--- src/rtl/core/pisc_pkg.sv ---
// Shared widths, constants, register codes and the configuration type of the speed controller.
package pisc_pkg;

    // Fixed field widths
    localparam int SPEED_W    = 20;
    localparam int GAIN_W     = 24;
    localparam int PULSE_W    = 20;
    localparam int TICKS_W    = 8;
    localparam int CFG_DATA_W = 24;
    localparam int CFG_IDX_W  = 3;

    // Speed scaling and effort format
    localparam int SPEED_FRAC_BITS = 8;
    localparam int GAIN_SHIFT      = 8 + SPEED_FRAC_BITS;
    localparam int EFFORT_FRAC     = 16;
    localparam int EFFORT_W        = 17;
    localparam logic [EFFORT_W-1:0] EFFORT_ONE      = 17'd65536;
    localparam logic [EFFORT_W-1:0] KICK_EFFORT_MIN = 17'd3276;
    localparam logic [SPEED_W-1:0]  MOVING_LIMIT    = SPEED_W'(5 << SPEED_FRAC_BITS);

    // Bit-serial multiplier geometry
    localparam int MUL_A_W   = 24;
    localparam int MUL_B_W   = 20;
    localparam int MUL_P_W   = MUL_A_W + MUL_B_W;
    localparam int MUL_CNT_W = $clog2(MUL_B_W);

    // Default drive width
    localparam int DEF_DRIVE_WIDTH = 21;

    // Register indexes
    localparam logic [CFG_IDX_W-1:0] CFG_PROP_GAIN     = 3'd0;
    localparam logic [CFG_IDX_W-1:0] CFG_INTEGRAL_STEP = 3'd1;
    localparam logic [CFG_IDX_W-1:0] CFG_PULSE_OFFSET  = 3'd2;
    localparam logic [CFG_IDX_W-1:0] CFG_PULSE_MAX     = 3'd3;
    localparam logic [CFG_IDX_W-1:0] CFG_KICK_PULSE    = 3'd4;
    localparam logic [CFG_IDX_W-1:0] CFG_KICK_TICKS    = 3'd5;
    localparam logic [CFG_IDX_W-1:0] CFG_SLEW_STEP     = 3'd6;

    // Register reset values
    localparam logic [GAIN_W-1:0]  RST_PROP_GAIN     = 24'd67109;
    localparam logic [GAIN_W-1:0]  RST_INTEGRAL_STEP = 24'd16777;
    localparam logic [PULSE_W-1:0] RST_PULSE_OFFSET  = 20'd700000;
    localparam logic [PULSE_W-1:0] RST_PULSE_MAX     = 20'd1000000;
    localparam logic [PULSE_W-1:0] RST_KICK_PULSE    = 20'd1000000;
    localparam logic [TICKS_W-1:0] RST_KICK_TICKS    = 8'd20;
    localparam logic [PULSE_W-1:0] RST_SLEW_STEP     = 20'd8000;

    typedef struct packed {
        logic [GAIN_W-1:0]  prop_gain;
        logic [GAIN_W-1:0]  integral_step;
        logic [PULSE_W-1:0] pulse_offset;
        logic [PULSE_W-1:0] pulse_max;
        logic [PULSE_W-1:0] kick_pulse;
        logic [TICKS_W-1:0] kick_ticks;
        logic [PULSE_W-1:0] slew_step;
    } t_cfg;

endpackage

--- src/rtl/core/pisc_cfg_regs.sv ---
// Configuration register bank of the speed controller.
module pisc_cfg_regs
    import pisc_pkg::*;
(
    input  logic                  i_clk,
    input  logic                  i_rst_n,
    input  logic                  i_cfg_wr_en,
    input  logic [CFG_IDX_W-1:0]  i_cfg_index,
    input  logic [CFG_DATA_W-1:0] i_cfg_data,
    output t_cfg                  o_cfg
);

    t_cfg r_cfg;

    always_ff @(posedge i_clk) begin
        if (!i_rst_n) begin
            r_cfg.prop_gain     <= RST_PROP_GAIN;
            r_cfg.integral_step <= RST_INTEGRAL_STEP;
            r_cfg.pulse_offset  <= RST_PULSE_OFFSET;
            r_cfg.pulse_max     <= RST_PULSE_MAX;
            r_cfg.kick_pulse    <= RST_KICK_PULSE;
            r_cfg.kick_ticks    <= RST_KICK_TICKS;
            r_cfg.slew_step     <= RST_SLEW_STEP;
        end else if (i_cfg_wr_en) begin
            case (i_cfg_index)
                CFG_PROP_GAIN:     r_cfg.prop_gain     <= i_cfg_data[GAIN_W-1:0];
                CFG_INTEGRAL_STEP: r_cfg.integral_step <= i_cfg_data[GAIN_W-1:0];
                CFG_PULSE_OFFSET:  r_cfg.pulse_offset  <= i_cfg_data[PULSE_W-1:0];
                CFG_PULSE_MAX:     r_cfg.pulse_max     <= i_cfg_data[PULSE_W-1:0];
                CFG_KICK_PULSE:    r_cfg.kick_pulse    <= i_cfg_data[PULSE_W-1:0];
                CFG_KICK_TICKS:    r_cfg.kick_ticks    <= i_cfg_data[TICKS_W-1:0];
                CFG_SLEW_STEP:     r_cfg.slew_step     <= i_cfg_data[PULSE_W-1:0];
                default: begin
                end
            endcase
        end
    end

    assign o_cfg = r_cfg;

endmodule

--- src/rtl/core/pisc_serial_mult.sv ---
// Bit-serial shift-add multiplier, one multiplier bit per cycle.
module pisc_serial_mult
    import pisc_pkg::*;
(
    input  logic               i_clk,
    input  logic               i_rst_n,
    input  logic               i_start,
    input  logic [MUL_A_W-1:0] i_a,
    input  logic [MUL_B_W-1:0] i_b,
    output logic               o_done,
    output logic [MUL_P_W-1:0] o_prod
);

    logic                 r_busy;
    logic                 r_done;
    logic [MUL_CNT_W-1:0] r_cnt;
    logic [MUL_A_W-1:0]   r_a;
    logic [MUL_A_W-1:0]   r_hi;
    logic [MUL_B_W-1:0]   r_lo;
    logic [MUL_A_W:0]     w_sum;
    logic                 w_last;

    // partial sum: high half plus multiplicand when the current bit is set
    assign w_sum  = {1'b0, r_hi} + (r_lo[0] ? {1'b0, r_a} : {(MUL_A_W+1){1'b0}});
    assign w_last = (r_cnt == MUL_CNT_W'(MUL_B_W - 1));

    always_ff @(posedge i_clk) begin
        if (!i_rst_n) begin
            r_busy <= 1'b0;
            r_done <= 1'b0;
            r_cnt  <= '0;
        end else begin
            r_done <= r_busy && w_last;
            if (i_start) begin
                r_busy <= 1'b1;
                r_cnt  <= '0;
            end else if (r_busy) begin
                r_cnt <= r_cnt + 1'b1;
                if (w_last) begin
                    r_busy <= 1'b0;
                end
            end
        end
    end

    always_ff @(posedge i_clk) begin
        if (i_start) begin
            r_a  <= i_a;
            r_hi <= '0;
            r_lo <= i_b;
        end else if (r_busy) begin
            r_hi <= w_sum[MUL_A_W:1];
            r_lo <= {w_sum[0], r_lo[MUL_B_W-1:1]};
        end
    end

    assign o_done = r_done;
    assign o_prod = {r_hi, r_lo};

endmodule

--- src/rtl/core/pi_speed_controller_slew_unit.sv ---
// Top level of the PI speed controller with kick-start and slew-limited drive.
//
// One request per control tick carries a signed target speed and a signed
// measured speed (both Q8 rpm) plus a fresh-sample flag; one result comes back
// with the signed pulse-width drive in ns and the slew and kick flags. The
// block works on one request at a time. The shared bit-serial multiplier
// forms up to three products in turn (proportional term, deadzone map,
// integral term); a zero target skips all three. The result sits in an
// output register, so the next request is taken while the previous result
// still waits on m_axis_tready. Configuration writes land at once and are
// meant for idle periods only. The integrator, kick counter, was-stopped
// flag and last drive are cleared by reset to zero, zero, one and zero.
module pi_speed_controller_slew_unit
    import pisc_pkg::*;
#(
    parameter int DRIVE_WIDTH = DEF_DRIVE_WIDTH
) (
    input  logic                  i_clk,
    input  logic                  i_rst_n,
    // configuration write port
    input  logic                  i_cfg_wr_en,
    input  logic [CFG_IDX_W-1:0]  i_cfg_index,
    input  logic [CFG_DATA_W-1:0] i_cfg_data,
    // request stream
    input  logic                  s_axis_tvalid,
    output logic                  s_axis_tready,
    input  logic [39:0]           s_axis_tdata,   // [19:0] target_speed, [39:20] measured_speed
    input  logic [0:0]            s_axis_tuser,   // [0] speed_fresh
    // result stream
    output logic                  m_axis_tvalid,
    input  logic                  m_axis_tready,
    output logic [((DRIVE_WIDTH+7)/8)*8-1:0] m_axis_tdata, // [DRIVE_WIDTH-1:0] drive
    output logic [1:0]            m_axis_tuser    // [0] slew_limited, [1] kicking
);

    localparam int OUT_TDATA_W = ((DRIVE_WIDTH + 7) / 8) * 8;
    // slew arithmetic width: covers last drive plus or minus one step
    localparam int LW = ((DRIVE_WIDTH > PULSE_W + 1) ? DRIVE_WIDTH : PULSE_W + 1) + 2;
    // proportional / integral term width after the gain shift
    localparam int PW = MUL_P_W - GAIN_SHIFT + 1;
    localparam int SW = PW + 1;
    localparam int TW = PULSE_W + 1;
    localparam int UW = PULSE_W + 2;

    localparam logic signed [LW-1:0] DMAX  = (LW'(1) << (DRIVE_WIDTH - 1)) - LW'(1);
    localparam logic signed [LW-1:0] NDMAX = -DMAX;
    localparam logic signed [SW-1:0] EFF_ONE_S = SW'(EFFORT_ONE);

    // sequencer states
    localparam logic [4:0] S_IDLE    = 5'd0;
    localparam logic [4:0] S_ABS     = 5'd1;
    localparam logic [4:0] S_ERR     = 5'd2;
    localparam logic [4:0] S_MP_GO   = 5'd3;
    localparam logic [4:0] S_MP_WAIT = 5'd4;
    localparam logic [4:0] S_PFIX    = 5'd5;
    localparam logic [4:0] S_EVAL    = 5'd6;
    localparam logic [4:0] S_KICK    = 5'd7;
    localparam logic [4:0] S_MU_GO   = 5'd8;
    localparam logic [4:0] S_MU_WAIT = 5'd9;
    localparam logic [4:0] S_UFIX    = 5'd10;
    localparam logic [4:0] S_UADD    = 5'd11;
    localparam logic [4:0] S_CMD     = 5'd12;
    localparam logic [4:0] S_SLEW    = 5'd13;
    localparam logic [4:0] S_SAT     = 5'd14;
    localparam logic [4:0] S_MI_GO   = 5'd15;
    localparam logic [4:0] S_MI_WAIT = 5'd16;
    localparam logic [4:0] S_IFIX    = 5'd17;
    localparam logic [4:0] S_IADD    = 5'd18;
    localparam logic [4:0] S_DONE    = 5'd19;

    t_cfg cfg;

    // control state
    logic [4:0]                    r_state;
    logic [4:0]                    n_state;
    logic [EFFORT_W-1:0]           r_integ;
    logic [TICKS_W-1:0]            r_kick_left;
    logic                          r_was_stopped;
    logic signed [DRIVE_WIDTH-1:0] r_last_drive;
    logic                          r_out_valid;

    // per-request datapath
    logic signed [SPEED_W-1:0]     r_tgt;
    logic signed [SPEED_W-1:0]     r_meas;
    logic                          r_fresh;
    logic [SPEED_W-1:0]            r_ref;
    logic [SPEED_W-1:0]            r_mea;
    logic                          r_neg;
    logic                          r_stopped;
    logic                          r_err_neg;
    logic [SPEED_W-1:0]            r_err_mag;
    logic signed [PW-1:0]          r_p;
    logic [EFFORT_W-1:0]           r_v;
    logic                          r_span_neg;
    logic [PULSE_W-1:0]            r_span_mag;
    logic signed [TW-1:0]          r_t;
    logic [PULSE_W-1:0]            r_cmd;
    logic signed [TW-1:0]          r_cmd_s;
    logic                          r_kick;
    logic signed [LW-1:0]          r_drv_pre;
    logic                          r_slewed;
    logic [DRIVE_WIDTH-1:0]        r_out_drive;
    logic                          r_out_slew;
    logic                          r_out_kick;

    // multiplier hookup
    logic                          w_mul_start;
    logic [MUL_A_W-1:0]            w_mul_a;
    logic [MUL_B_W-1:0]            w_mul_b;
    logic                          w_mul_done;
    logic [MUL_P_W-1:0]            w_prod;

    // combinational helpers
    logic signed [PW-1:0]          w_pq;
    logic                          w_prem;
    logic signed [PW-1:0]          w_pfix;
    logic signed [TW-1:0]          w_tq;
    logic                          w_trem;
    logic signed [TW-1:0]          w_tfix;
    logic signed [SW-1:0]          w_esum;
    logic signed [UW-1:0]          w_usum;
    logic signed [UW-1:0]          w_umax_s;
    logic                          w_moving;
    logic                          w_arm;
    logic [TICKS_W-1:0]            w_kl;
    logic signed [LW-1:0]          w_last_x;
    logic signed [LW-1:0]          w_cmd_x;
    logic signed [LW-1:0]          w_step;
    logic signed [LW-1:0]          w_du;
    logic                          w_up;
    logic                          w_dn;
    logic [TW-1:0]                 w_cmd_u;
    logic                          w_load;
    logic                          w_integrate;

    function automatic logic [EFFORT_W-1:0] clamp_effort(input logic signed [SW-1:0] s);
        if (s[SW-1]) begin
            clamp_effort = '0;
        end else if (s > EFF_ONE_S) begin
            clamp_effort = EFFORT_ONE;
        end else begin
            clamp_effort = s[EFFORT_W-1:0];
        end
    endfunction

    pisc_cfg_regs u_cfg (
        .i_clk       (i_clk),
        .i_rst_n     (i_rst_n),
        .i_cfg_wr_en (i_cfg_wr_en),
        .i_cfg_index (i_cfg_index),
        .i_cfg_data  (i_cfg_data),
        .o_cfg       (cfg)
    );

    // one shared multiplier: prop gain * |err|, effort * |span|, integral step * |err|
    assign w_mul_start = (r_state == S_MP_GO) || (r_state == S_MU_GO) || (r_state == S_MI_GO);
    assign w_mul_a = (r_state == S_MU_GO) ? MUL_A_W'(r_v) :
                     (r_state == S_MI_GO) ? cfg.integral_step : cfg.prop_gain;
    assign w_mul_b = (r_state == S_MU_GO) ? r_span_mag : r_err_mag;

    pisc_serial_mult u_mult (
        .i_clk   (i_clk),
        .i_rst_n (i_rst_n),
        .i_start (w_mul_start),
        .i_a     (w_mul_a),
        .i_b     (w_mul_b),
        .o_done  (w_mul_done),
        .o_prod  (w_prod)
    );

    // floor of signed product over 2^GAIN_SHIFT: -(q + round-up) is ~q + !rem
    assign w_pq   = {1'b0, w_prod[MUL_P_W-1:GAIN_SHIFT]};
    assign w_prem = |w_prod[GAIN_SHIFT-1:0];
    assign w_pfix = r_err_neg ? (~w_pq + PW'(!w_prem)) : w_pq;

    // same for the deadzone map, shift by the effort fraction
    assign w_tq   = {1'b0, w_prod[EFFORT_FRAC+PULSE_W-1:EFFORT_FRAC]};
    assign w_trem = |w_prod[EFFORT_FRAC-1:0];
    assign w_tfix = r_span_neg ? (~w_tq + TW'(!w_trem)) : w_tq;

    // effort term plus integrator, clamped afterwards
    assign w_esum = SW'(r_p) + SW'(r_integ);

    assign w_usum   = UW'(r_t) + UW'(cfg.pulse_offset);
    assign w_umax_s = UW'(cfg.pulse_max);

    // kick-start decision
    assign w_moving = (r_mea >= MOVING_LIMIT);
    assign w_arm    = r_was_stopped && !w_moving && (r_v > KICK_EFFORT_MIN);
    assign w_kl     = w_arm ? cfg.kick_ticks : r_kick_left;

    // slew limiter
    assign w_last_x = LW'(r_last_drive);
    assign w_cmd_x  = LW'(r_cmd_s);
    assign w_step   = LW'(cfg.slew_step);
    assign w_du     = w_cmd_x - w_last_x;
    assign w_up     = (w_du > w_step);
    assign w_dn     = (w_du < -w_step);

    assign w_cmd_u     = {1'b0, r_cmd};
    assign w_load      = (r_state == S_DONE) && (!r_out_valid || m_axis_tready);
    assign w_integrate = !r_stopped && !r_slewed && r_fresh;

    always_comb begin
        n_state = r_state;
        case (r_state)
            S_IDLE:    if (s_axis_tvalid) n_state = S_ABS;
            S_ABS:     n_state = S_ERR;
            S_ERR:     n_state = r_stopped ? S_CMD : S_MP_GO;
            S_MP_GO:   n_state = S_MP_WAIT;
            S_MP_WAIT: if (w_mul_done) n_state = S_PFIX;
            S_PFIX:    n_state = S_EVAL;
            S_EVAL:    n_state = S_KICK;
            S_KICK:    n_state = ((w_kl != '0) || (r_v == '0)) ? S_CMD : S_MU_GO;
            S_MU_GO:   n_state = S_MU_WAIT;
            S_MU_WAIT: if (w_mul_done) n_state = S_UFIX;
            S_UFIX:    n_state = S_UADD;
            S_UADD:    n_state = S_CMD;
            S_CMD:     n_state = S_SLEW;
            S_SLEW:    n_state = S_SAT;
            S_SAT:     n_state = w_integrate ? S_MI_GO : S_DONE;
            S_MI_GO:   n_state = S_MI_WAIT;
            S_MI_WAIT: if (w_mul_done) n_state = S_IFIX;
            S_IFIX:    n_state = S_IADD;
            S_IADD:    n_state = S_DONE;
            S_DONE:    if (w_load) n_state = S_IDLE;
            default:   n_state = S_IDLE;
        endcase
    end

    // control state and controller memory
    always_ff @(posedge i_clk) begin
        if (!i_rst_n) begin
            r_state       <= S_IDLE;
            r_integ       <= '0;
            r_kick_left   <= '0;
            r_was_stopped <= 1'b1;
            r_last_drive  <= '0;
            r_out_valid   <= 1'b0;
        end else begin
            r_state <= n_state;
            case (r_state)
                S_ERR: begin
                    // zero target: drop integrator and kick, mark stopped
                    if (r_stopped) begin
                        r_integ       <= '0;
                        r_kick_left   <= '0;
                        r_was_stopped <= 1'b1;
                    end
                end
                S_KICK: begin
                    if (w_arm || w_moving) begin
                        r_was_stopped <= 1'b0;
                    end
                    r_kick_left <= (w_kl != '0) ? (w_kl - 1'b1) : w_kl;
                end
                S_SAT: begin
                    if (r_drv_pre > DMAX) begin
                        r_last_drive <= DMAX[DRIVE_WIDTH-1:0];
                    end else if (r_drv_pre < NDMAX) begin
                        r_last_drive <= NDMAX[DRIVE_WIDTH-1:0];
                    end else begin
                        r_last_drive <= r_drv_pre[DRIVE_WIDTH-1:0];
                    end
                end
                S_IADD: r_integ <= clamp_effort(w_esum);
                default: begin
                end
            endcase
            if (w_load) begin
                r_out_valid <= 1'b1;
            end else if (m_axis_tready) begin
                r_out_valid <= 1'b0;
            end
        end
    end

    // datapath registers
    always_ff @(posedge i_clk) begin
        case (r_state)
            S_IDLE: begin
                r_tgt   <= s_axis_tdata[SPEED_W-1:0];
                r_meas  <= s_axis_tdata[2*SPEED_W-1:SPEED_W];
                r_fresh <= s_axis_tuser[0];
            end
            S_ABS: begin
                r_ref     <= r_tgt[SPEED_W-1] ? (~r_tgt + 1'b1) : r_tgt;
                r_mea     <= r_meas[SPEED_W-1] ? (~r_meas + 1'b1) : r_meas;
                r_neg     <= r_tgt[SPEED_W-1];
                r_stopped <= (r_tgt == '0);
            end
            S_ERR: begin
                r_err_neg <= (r_ref < r_mea);
                r_err_mag <= (r_ref < r_mea) ? (r_mea - r_ref) : (r_ref - r_mea);
                r_cmd     <= '0;
                r_kick    <= 1'b0;
            end
            S_PFIX: r_p <= w_pfix;
            S_EVAL: r_v <= clamp_effort(w_esum);
            S_KICK: begin
                r_span_neg <= (cfg.pulse_max < cfg.pulse_offset);
                r_span_mag <= (cfg.pulse_max < cfg.pulse_offset) ?
                              (cfg.pulse_offset - cfg.pulse_max) :
                              (cfg.pulse_max - cfg.pulse_offset);
                if (w_kl != '0) begin
                    r_kick <= 1'b1;
                    r_cmd  <= (cfg.kick_pulse > cfg.pulse_max) ? cfg.pulse_max : cfg.kick_pulse;
                end else begin
                    r_kick <= 1'b0;
                    r_cmd  <= '0;
                end
            end
            S_UFIX: r_t <= w_tfix;
            S_UADD: r_cmd <= (w_usum > w_umax_s) ? cfg.pulse_max : w_usum[PULSE_W-1:0];
            S_CMD:  r_cmd_s <= r_neg ? (~w_cmd_u + 1'b1) : w_cmd_u;
            S_SLEW: begin
                r_slewed  <= w_up || w_dn;
                r_drv_pre <= w_up ? (w_last_x + w_step) :
                             w_dn ? (w_last_x - w_step) : w_cmd_x;
            end
            S_IFIX: r_p <= w_pfix;
            default: begin
            end
        endcase
        if (w_load) begin
            r_out_drive <= r_last_drive;
            r_out_slew  <= r_slewed;
            r_out_kick  <= r_kick;
        end
    end

    assign s_axis_tready = (r_state == S_IDLE);
    assign m_axis_tvalid = r_out_valid;
    assign m_axis_tdata  = OUT_TDATA_W'(r_out_drive);
    assign m_axis_tuser  = {r_out_kick, r_out_slew};

`ifndef ASSERT_OFF
    // an accepted request keeps the block busy on the next cycle
    a_accept_busy: assert property (@(posedge i_clk) disable iff (!i_rst_n)
        s_axis_tvalid && s_axis_tready |=> !s_axis_tready)
        else $error("request accepted while previous one in flight");

    // the delivered drive is the stored last drive
    a_out_drive: assert property (@(posedge i_clk) disable iff (!i_rst_n)
        w_load |=> m_axis_tvalid && (m_axis_tdata[DRIVE_WIDTH-1:0] == r_last_drive))
        else $error("result drive differs from stored drive");

    // kicking always leaves the stopped flag clear
    a_kick_not_stopped: assert property (@(posedge i_clk) disable iff (!i_rst_n)
        (r_state == S_CMD) && r_kick |-> !r_was_stopped)
        else $error("kick while still marked stopped");

    // integrator stays inside the effort range
    a_integ_range: assert property (@(posedge i_clk) disable iff (!i_rst_n)
        (r_state == S_DONE) |-> (r_integ <= EFFORT_ONE))
        else $error("integrator out of range");
`endif

endmodule
--- config.mk ---
export PLATFORM = sky130hd
export DESIGN_NAME = pi_speed_controller_slew_unit
export DESIGN_NICKNAME = d
export VERILOG_FILES = /design/src/rtl/core/pisc_pkg.sv /design/src/rtl/core/pisc_cfg_regs.sv /design/src/rtl/core/pisc_serial_mult.sv /design/src/rtl/core/pi_speed_controller_slew_unit.sv
export SDC_FILE = /design/constraint.sdc
export NUM_CORES = 2
export LEC_CHECK = 0
export BUFFER_PORTS_ARGS = -buffer_cell sky130_fd_sc_hd__buf_2
export CAP_MARGIN = 20
export CELL_PAD_IN_SITES_DETAIL_PLACEMENT = 0
export CELL_PAD_IN_SITES_GLOBAL_PLACEMENT = 1
export CORE_MARGIN = 4
export CORE_UTILIZATION = 30
export DETAILED_ROUTE_END_ITERATION = 10
export MAX_ROUTING_LAYER = met4
export PLACE_DENSITY_LB_ADDON = 0.1
export SKIP_LAST_GASP = 1
export SYNTH_ARGS = -nofsm -noshare
export SYNTH_HDL_FRONTEND = slang
export SYNTH_HIERARCHICAL = 1
export SYNTH_SLANG_ARGS = --single-unit
--- constraint.sdc ---
create_clock -name i_clk -period 6.21 [get_ports i_clk]
set_input_delay 1.242 -clock i_clk [delete_from_list [all_inputs] [get_ports i_clk]]
set_output_delay 1.242 -clock i_clk [all_outputs]
set_load 0.01 [all_outputs]
======== Word-level counts from Yosys, hierarchy flattened ========
Index checks and enable logic that the tools add are counted.
word-level totals
  latch bits .............................. 0
  word-level logic and storage cells ...... 204
  memory bits (read-only) ................. 0
  memories kept ........................... 0
  flip-flop bits (word level) ............. 545
  memory bits (writable) .................. 0
  output and inout bits ................... 28
  bits of input ports ..................... 73
operators by class
  bitwise logic cells ..................... 6
  equal/unequal tests ..................... 33
  reductions and logical operators ........ 41
  multipliers ............................. 0
  $add $sub $neg .......................... 18
  shift-type cells ........................ 0
  divide/modulo/power cells ............... 0
  mux-type cells .......................... 48
  $lt $le $gt $ge ......................... 11
operators by type and width
  kind                                                                                count
  20-bit 2-to-1 mux                                                                   10
  5-bit case mux with 20 select lines                                                 1
  20-bit subtractor                                                                   4
  17-bit 2-to-1 mux                                                                   4
  20-bit case mux with 3 select lines                                                 1
  24-bit 2-to-1 mux                                                                   2
  23-bit 2-to-1 mux                                                                   2
  21-bit by 21-bit adder with 22-bit output                                           2
  22-bit by 21-bit greater-than comparator with 1-bit output                          2
  21-bit by 21-bit subtractor with 22-bit output                                      2
  21-bit 2-to-1 mux                                                                   2
  20-bit NOT with 21-bit output                                                       2
  20-bit by 1-bit adder with 20-bit output (second input constant)                    2
  5-bit by 4-bit equality test with 1-bit output (second input constant)              8
  20-bit < comparator                                                                 2
  20-bit NOT                                                                          2
  19-bit 2-to-1 mux                                                                   2
  17-bit case mux with 2 select lines                                                 1
  29-bit by 18-bit adder with 30-bit output                                           1
  30-bit by 18-bit greater-than comparator with 1-bit output (second input constant)  1
  5-bit 2-to-1 mux                                                                    6
  29-bit by 1-bit adder with 29-bit output                                            1
  28-bit NOT with 29-bit output                                                       1
  28-bit 2-to-1 mux                                                                   1
  other kinds (43)                                                                    95

======== Depth between registers and ports, before layout ========
  depth after elaboration ................. 9
  gate-level depth with buffers ........... 24
  gate-level depth less buffers ........... 23

======== Hierarchy ========
The synthesis kept the hierarchy.
by module, submodules not included
  module                         cells an instance  area an instance (um^2)  seq. area each (um^2)  instances
  pi_speed_controller_slew_unit  2,777              25,858.6                 9,469.1                1
  pisc_cfg_regs                  496                5,180.0                  2,722.6                1
  pisc_serial_mult               395                4,175.3                  1,941.9                1

======== Least setup slack after synthesis ========
No wires, ideal clock.
  path kind ............................... reg-to-reg
  start point ............................. reg r_state[3]
  end point ............................... reg r_state[4]
  data arrival time ....................... 5,293 ps
  path buffers ............................ 1
  required time ........................... 6,095 ps
  cell stages (with the launch flop) ...... 10
  path slack .............................. 802 ps
  clock period less this slack ............ 5,408 ps
  cells stage by stage .................... dfxtp_1 -> clkbuf_1 -> or3_1 -> nor3_1 -> a221oi_1 -> nor2_1 -> nor2_1 -> a221oi_1 -> o22ai_1 -> and2_1
on the way
  elaborated cells between the ends (all ways) .. 28
  classes of those cells .................. 24 x eq/ne; 1 x mux; 3 x reduce/logical
RTL lines
  element                               RTL line                              text
  start: declaration                    pi_speed_controller_slew_unit.sv:74   logic [4:0] r_state;
  start signal: assignment              pi_speed_controller_slew_unit.sv:241  r_state <= n_state;
  5-bit zero test (*)                   --
  via s_axis_tready                     pi_speed_controller_slew_unit.sv:26   output logic s_axis_tready,
  2-bit != test (no source line)        --
  5-bit AND reduction (no source line)  --
The timed path passes the listed nets; every way through them passes the cells marked *.
A chain may end at the register's enable or synchronous reset.

======== Worst setup path in the final report ========
  start point ............................. reg r_cmd_s[0]
  end point ............................... reg r_drv_pre[19], data pin
on the way
  cells in the longest elaborated chain, start to end .. 4
  elaborated cells between the ends (all ways) .. 5
  classes of those cells .................. 1 x add/sub; 2 x order compare; 2 x mux
ends and longest elaborated chain
  element                                             RTL line                              text
  start: declaration                                  pi_speed_controller_slew_unit.sv:98   logic signed [TW-1:0] r_cmd_s;
  start signal: assignment                            pi_speed_controller_slew_unit.sv:315  S_CMD: r_cmd_s <= r_neg ? (~w_cmd_u + 1'b1) : w_cmd_u;
  21-bit by 21-bit subtractor with 22-bit output (*)  pi_speed_controller_slew_unit.sv:196  assign w_du = w_cmd_x - w_last_x;
  22-bit by 23-bit < comparator with 1-bit output     pi_speed_controller_slew_unit.sv:198  assign w_dn = (w_du < -w_step);
  23-bit 2-to-1 mux                                   pi_speed_controller_slew_unit.sv:319  w_dn ? (w_last_x - w_step) : w_cmd_x;
  23-bit 2-to-1 mux (*)                               pi_speed_controller_slew_unit.sv:318  r_drv_pre <= w_up ? (w_last_x + w_step) :
  end signal: assignment                              pi_speed_controller_slew_unit.sv:318
  end: declaration                                    pi_speed_controller_slew_unit.sv:100  logic signed [LW-1:0] r_drv_pre;
Every way passes the cells marked *; elsewhere a longest branch is shown, timed or not.

==> reports/results.env <==
MAXSLEWVIOLCOUNT=0
CRIT_PATH_MAX_FANOUT=19
IOS=101
WORST_SKEW_LATE_LATENCY_NS=0.66
ROUTE.ANTENNA.REMAINING_NETS=0
FIN_NETS=4114
CRIT_PATH_END='r_drv_pre[19]$_DFFE_PP_'
DIEHEIGHT_UM=350.6
CRITICAL_PATH.ENDPOINT_TYPE='flop'
TIMING.MAX_CAP.VIOLATIONS=0
TIMING.SETUP.TNS_NS=0
PLACE.PORT_BUFFERS=97
CTS-BUFFERS-INSERTED=75
CRIT_PATH_CELL_TRACE='inv_1 -> ha_1 -> inv_1 -> fa_1 -> a211oi_1 -> o211ai_1 -> a21oi_1 -> a21oi_1 -> o31a_1 -> o21a_1 -> nor2_1 -> xnor2_1 -> ha_1 -> nand2_1 -> nor3_1 -> o211ai_1 -> nand2_1 -> o31ai_2 -> buf_4 -> o21ai_1 -> o221ai_1 -> a211o_1'
SYN_INST=3668
PERIOD_MINUS_SLACK_NS=5.848
GRT_MAX_DEGREE=140
DETAILED_PLACE.AREA_UM2=37460
REG2REG_FROM='r_cmd_s[0]$_DFFE_PP_'
AREA.GROWTH.SYNTH_TO_FINAL_PCT=13.59
YS_WARN_COUNT=6
ARRIVAL_NS=6.24
HTREE_NUM_LEVELS=3
CTSLONGESTPATHBUFFERS=3
ROUTED_WIRELENGTH_MM=121.6
POWER_DENSITY_nW_PER_UM2=353.0
STATUS='completed'
WORST-SLEW-PIN-TRANSITION_NS=1.005
SETUP_SLACK_OF_THE_MOST_CRITICAL_REG_TO_REG_PATH_NS=0.36
SYNTH-SEQ-AREA-SHARE_PCT=40.14
WORST_HOLD_SLACK_NS=0.4575
TOT_GR_TRACK_USE_PCT=20.08
WL_PER_CELL_UM=22.81
CTS_CLOCK_PIN_SLEW_FOR_THE_WORST_SETUP_AND_HOLD_PATHS_NS=0.06
FINAL_LAYOUT_SIZE_SUFFIX_GT1_SHARE_PCT=9.758
AREA_INSIDE_THE_CORE_BOUNDARY_UM2=116400
DETAIL_ROUTE.FIRST_PASS.ITERATIONS=5
ANTENNA_FOUND_INITIAL=13
CTS_TREE='built'
WORST_SKEW_NS=0.02444
SYNTH_LARGEST_AREA_CELL='edfxtp_1'
SLEW_HEADROOM_PCT=31.27
LAYOUT.CELLS.MOST_COMMON_LIST='nand2_1 (369), edfxtp_1 (324), ha_1 (291), dfxtp_1 (220), a21oi_1 (215)'
PEAKVDDDROP_uV=217.1
PERIOD_SHARE_PCT=94.17
POSTSYNTH.TOPFLOPCELL='edfxtp_1'
STD_CELL_ROWS=125
P_LEAK_nW=15.67
SETUP_VIOLATIONS=0
POST-SYNTH-TOP-AREA-FRACTION_PCT=27.63
FIN_AREA_UM2=40000
WORSTSETUPSTARTPOINTTYPE='flop'
TIMING.CRITICAL_PATH.SLOWEST_CELL_DELAY_NS=0.80
NUMCLOCKSINKS=544
REMAINING_DRC_ERRORS=0
SYNTH_AREA_UM2=35210
FINAL_HOLD_VIOL_COUNT=0
DIE_W_UM=350.6
FIRST_PASS_GRT_WIRE_LENGTH_MM=180.4
DETAIL_ROUTE.ITER0.VIOLATIONS=1797
YS_SEQ_ELEMENTS=544
WORSTREG2REGEND='r_drv_pre[19]$_DFFE_PP_'
VIA_COUNT_NORMALIZED_BY_INSTANCE_COUNT=5.138
CTS.HOLD.BUFFERS_ADDED=0
POST-PLACE-CELLS=5186
RSZ0062_AT_GRT='false'
GRT_OVERFLOW=0
POST_CTS.REPAIR.SETUP_BUFFERS=0
POST_SYNTH_MAIN_AREA_CONTRIBUTORS='edfxtp_1 (28%), dfxtp_1 (13%), ha_1 (10%), mux2i_1 (5.3%), xnor2_1 (4.6%)'
UTILIZATION_PCT=34.38
ROUTE.VIAS.TOTAL=27390
PLACE_CONGESTION=0.8819
TIMING.CRITICAL_PATH.REQUIRED_NS=6.60
SETUP.WORST_PATH.START='r_cmd_s[0]$_DFFE_PP_'
AVGSYNTHCELLAREA_UM2=9.600
MAX_FREQ_GHz=0.1710
DIEAREA_UM2=122900
LAYOUT.CELLS.MOST_COMMON='nand2_1'
CLOCK_ROOT_BUFFER='clkbuf_16'
SYNTH.LIB_CELLS_USED.DISTINCT=107
INSTANCES_NO_FILL=5330
INITIAL_UTILIZATION_PCT=30.26
CRITPATHSLOWESTCELL='o21ai_1'
GRT_PASS1_VIAS=27430
MIN_PATH_TYPE='flop to flop'
FILLCELLCOUNT=12030
TIMING.REG2REG.WORST_PATH_DEPTH=22
POST_CTS_RESIZED=0
POSTSYNTH.ASYNCRESETSHARE_PCT=0
CRIT_TYPE='flop to flop'
NUMBER_OF_ENABLE_TYPE_REGISTER_CELLS_IN_THE_SYNTHESIZED_NETLIST=324
DP_HPWL_MM=95.00
[per-stage QoR]
| step | total power [mW] | setup WS [ns] |
|---|---|---|
| floorplan | 8.455 | 0.8018 |
| global placement | 9.863 | 0.4181 |
| detailed placement | 9.824 | 0.3657 |
| CTS | 14.33 | 0.3371 |
| global route | 15.05 | 0.03325 |
| finish | 14.12 | 0.3618 |
[how the worst min path moves through the flow]
stage / end / cells after the start / from / slack (ns)
5_1_grt: u_cfg/o_cfg[106]$_SDFFE_PN0P_ / 2 / u_cfg/o_cfg[106]$_SDFFE_PN0P_ / 0.47
3_5_place_dp: u_cfg/o_cfg[115]$_SDFFE_PN0P_ / 2 / u_cfg/o_cfg[115]$_SDFFE_PN0P_ / 0.45
6_report: u_cfg/o_cfg[115]$_SDFFE_PN0P_ / 2 / u_cfg/o_cfg[115]$_SDFFE_PN0P_ / 0.46
3_3_place_gp: u_cfg/o_cfg[103]$_SDFFE_PN0P_ / 2 / u_cfg/o_cfg[103]$_SDFFE_PN0P_ / 0.44
2_1_floorplan: r_out_kick$_DFFE_PP_ / 0 / r_kick$_DFFE_PP_ / 0.40
4_1_cts: u_cfg/o_cfg[98]$_SDFFE_PN0P_ / 2 / u_cfg/o_cfg[98]$_SDFFE_PN0P_ / 0.46
[critical path, delay by kind of cell (launching register included)]
family	cells	cell delay, ns
flip-flops	1	0.40
AO/OA/AOI/OAI	11	3.14
buffers and inverters	3	0.34
AND/OR/NAND/NOR	4	0.73
adder cells (fa/ha/maj)	3	0.86
XOR/XNOR	1	0.10
[logic make-up (layout without fill, tap and decap cells)]
logic type	after synthesis	after routing	synth area share [%]
AND/OR/NAND/NOR	1124	1124	15.88
other	1	7	0.01065
XOR/XNOR	223	223	5.546
flip-flops	544	544	40.14
buffers and inverters	362	494	4.083
multiplexers	228	228	6.627
adder cells (fa/ha/maj)	301	301	10.91
AO/OA/AOI/OAI	885	885	16.81
[report_power, final]
group          total [mW]  leakage, nW  switching, mW  internal, mW
Combinational        4.42         9.73           2.65          1.77
Clock                4.40         1.21           1.79          2.61
Sequential           5.30         4.73          0.558          4.75
[sequential cells by signal, indices dropped and copies added, names as in the netlist, 20 cells and up]
| signal | flops |
|---|---|
| r_err_mag | 20 |
| r_t | 21 |
| r_mea | 20 |
| u_mult/r_hi | 24 |
| r_p | 29 |
| r_cmd | 20 |
| u_mult/r_a | 24 |
| r_tgt | 20 |
| r_ref | 20 |
| u_cfg/o_cfg | 136 |
| r_drv_pre | 22 |
| r_meas | 20 |
| r_cmd_s | 21 |
| r_span_mag | 20 |
| r_out_drive | 21 |
| u_mult/r_lo | 20 |
| r_last_drive | 21 |
[per-layer routing]
layer | global-route usage, % | wire [um]
met1 | 26.10 | 56820
met2 | 31.88 | 55780
met3 | 2.575 | 3906
met4 | 7.838 | 5057
met5 | - | 0
[final cells by class]
class | instances | area, um2 | area share [%]
repair buffers | 148 | 919.6 | 2.299
flip-flops and latches | 544 | 14130 | 35.33
multi-input cells | 2764 | 19740 | 49.34
well taps | 1524 | 1907 | 4.767
clock buffers | 109 | 2201 | 5.502
clock inverters | 30 | 314.1 | 0.7851
diodes | 4 | 10.01 | 0.02502
inverters | 207 | 777.0 | 1.943
[cells in the mapped netlist, drive strengths merged (108+ instances only)]
| library cell | number |
|---|---|
| edfxtp | 324 |
| nor2b | 108 |
| dfxtp | 220 |
| ha | 291 |
| o21ai | 197 |
| nand2 | 369 |
| clkbuf | 117 |
| mux2i | 187 |
| xnor2 | 184 |
| nor2 | 215 |
| a21oi | 215 |
| inv | 206 |
(Power assumes the default switching activity.)
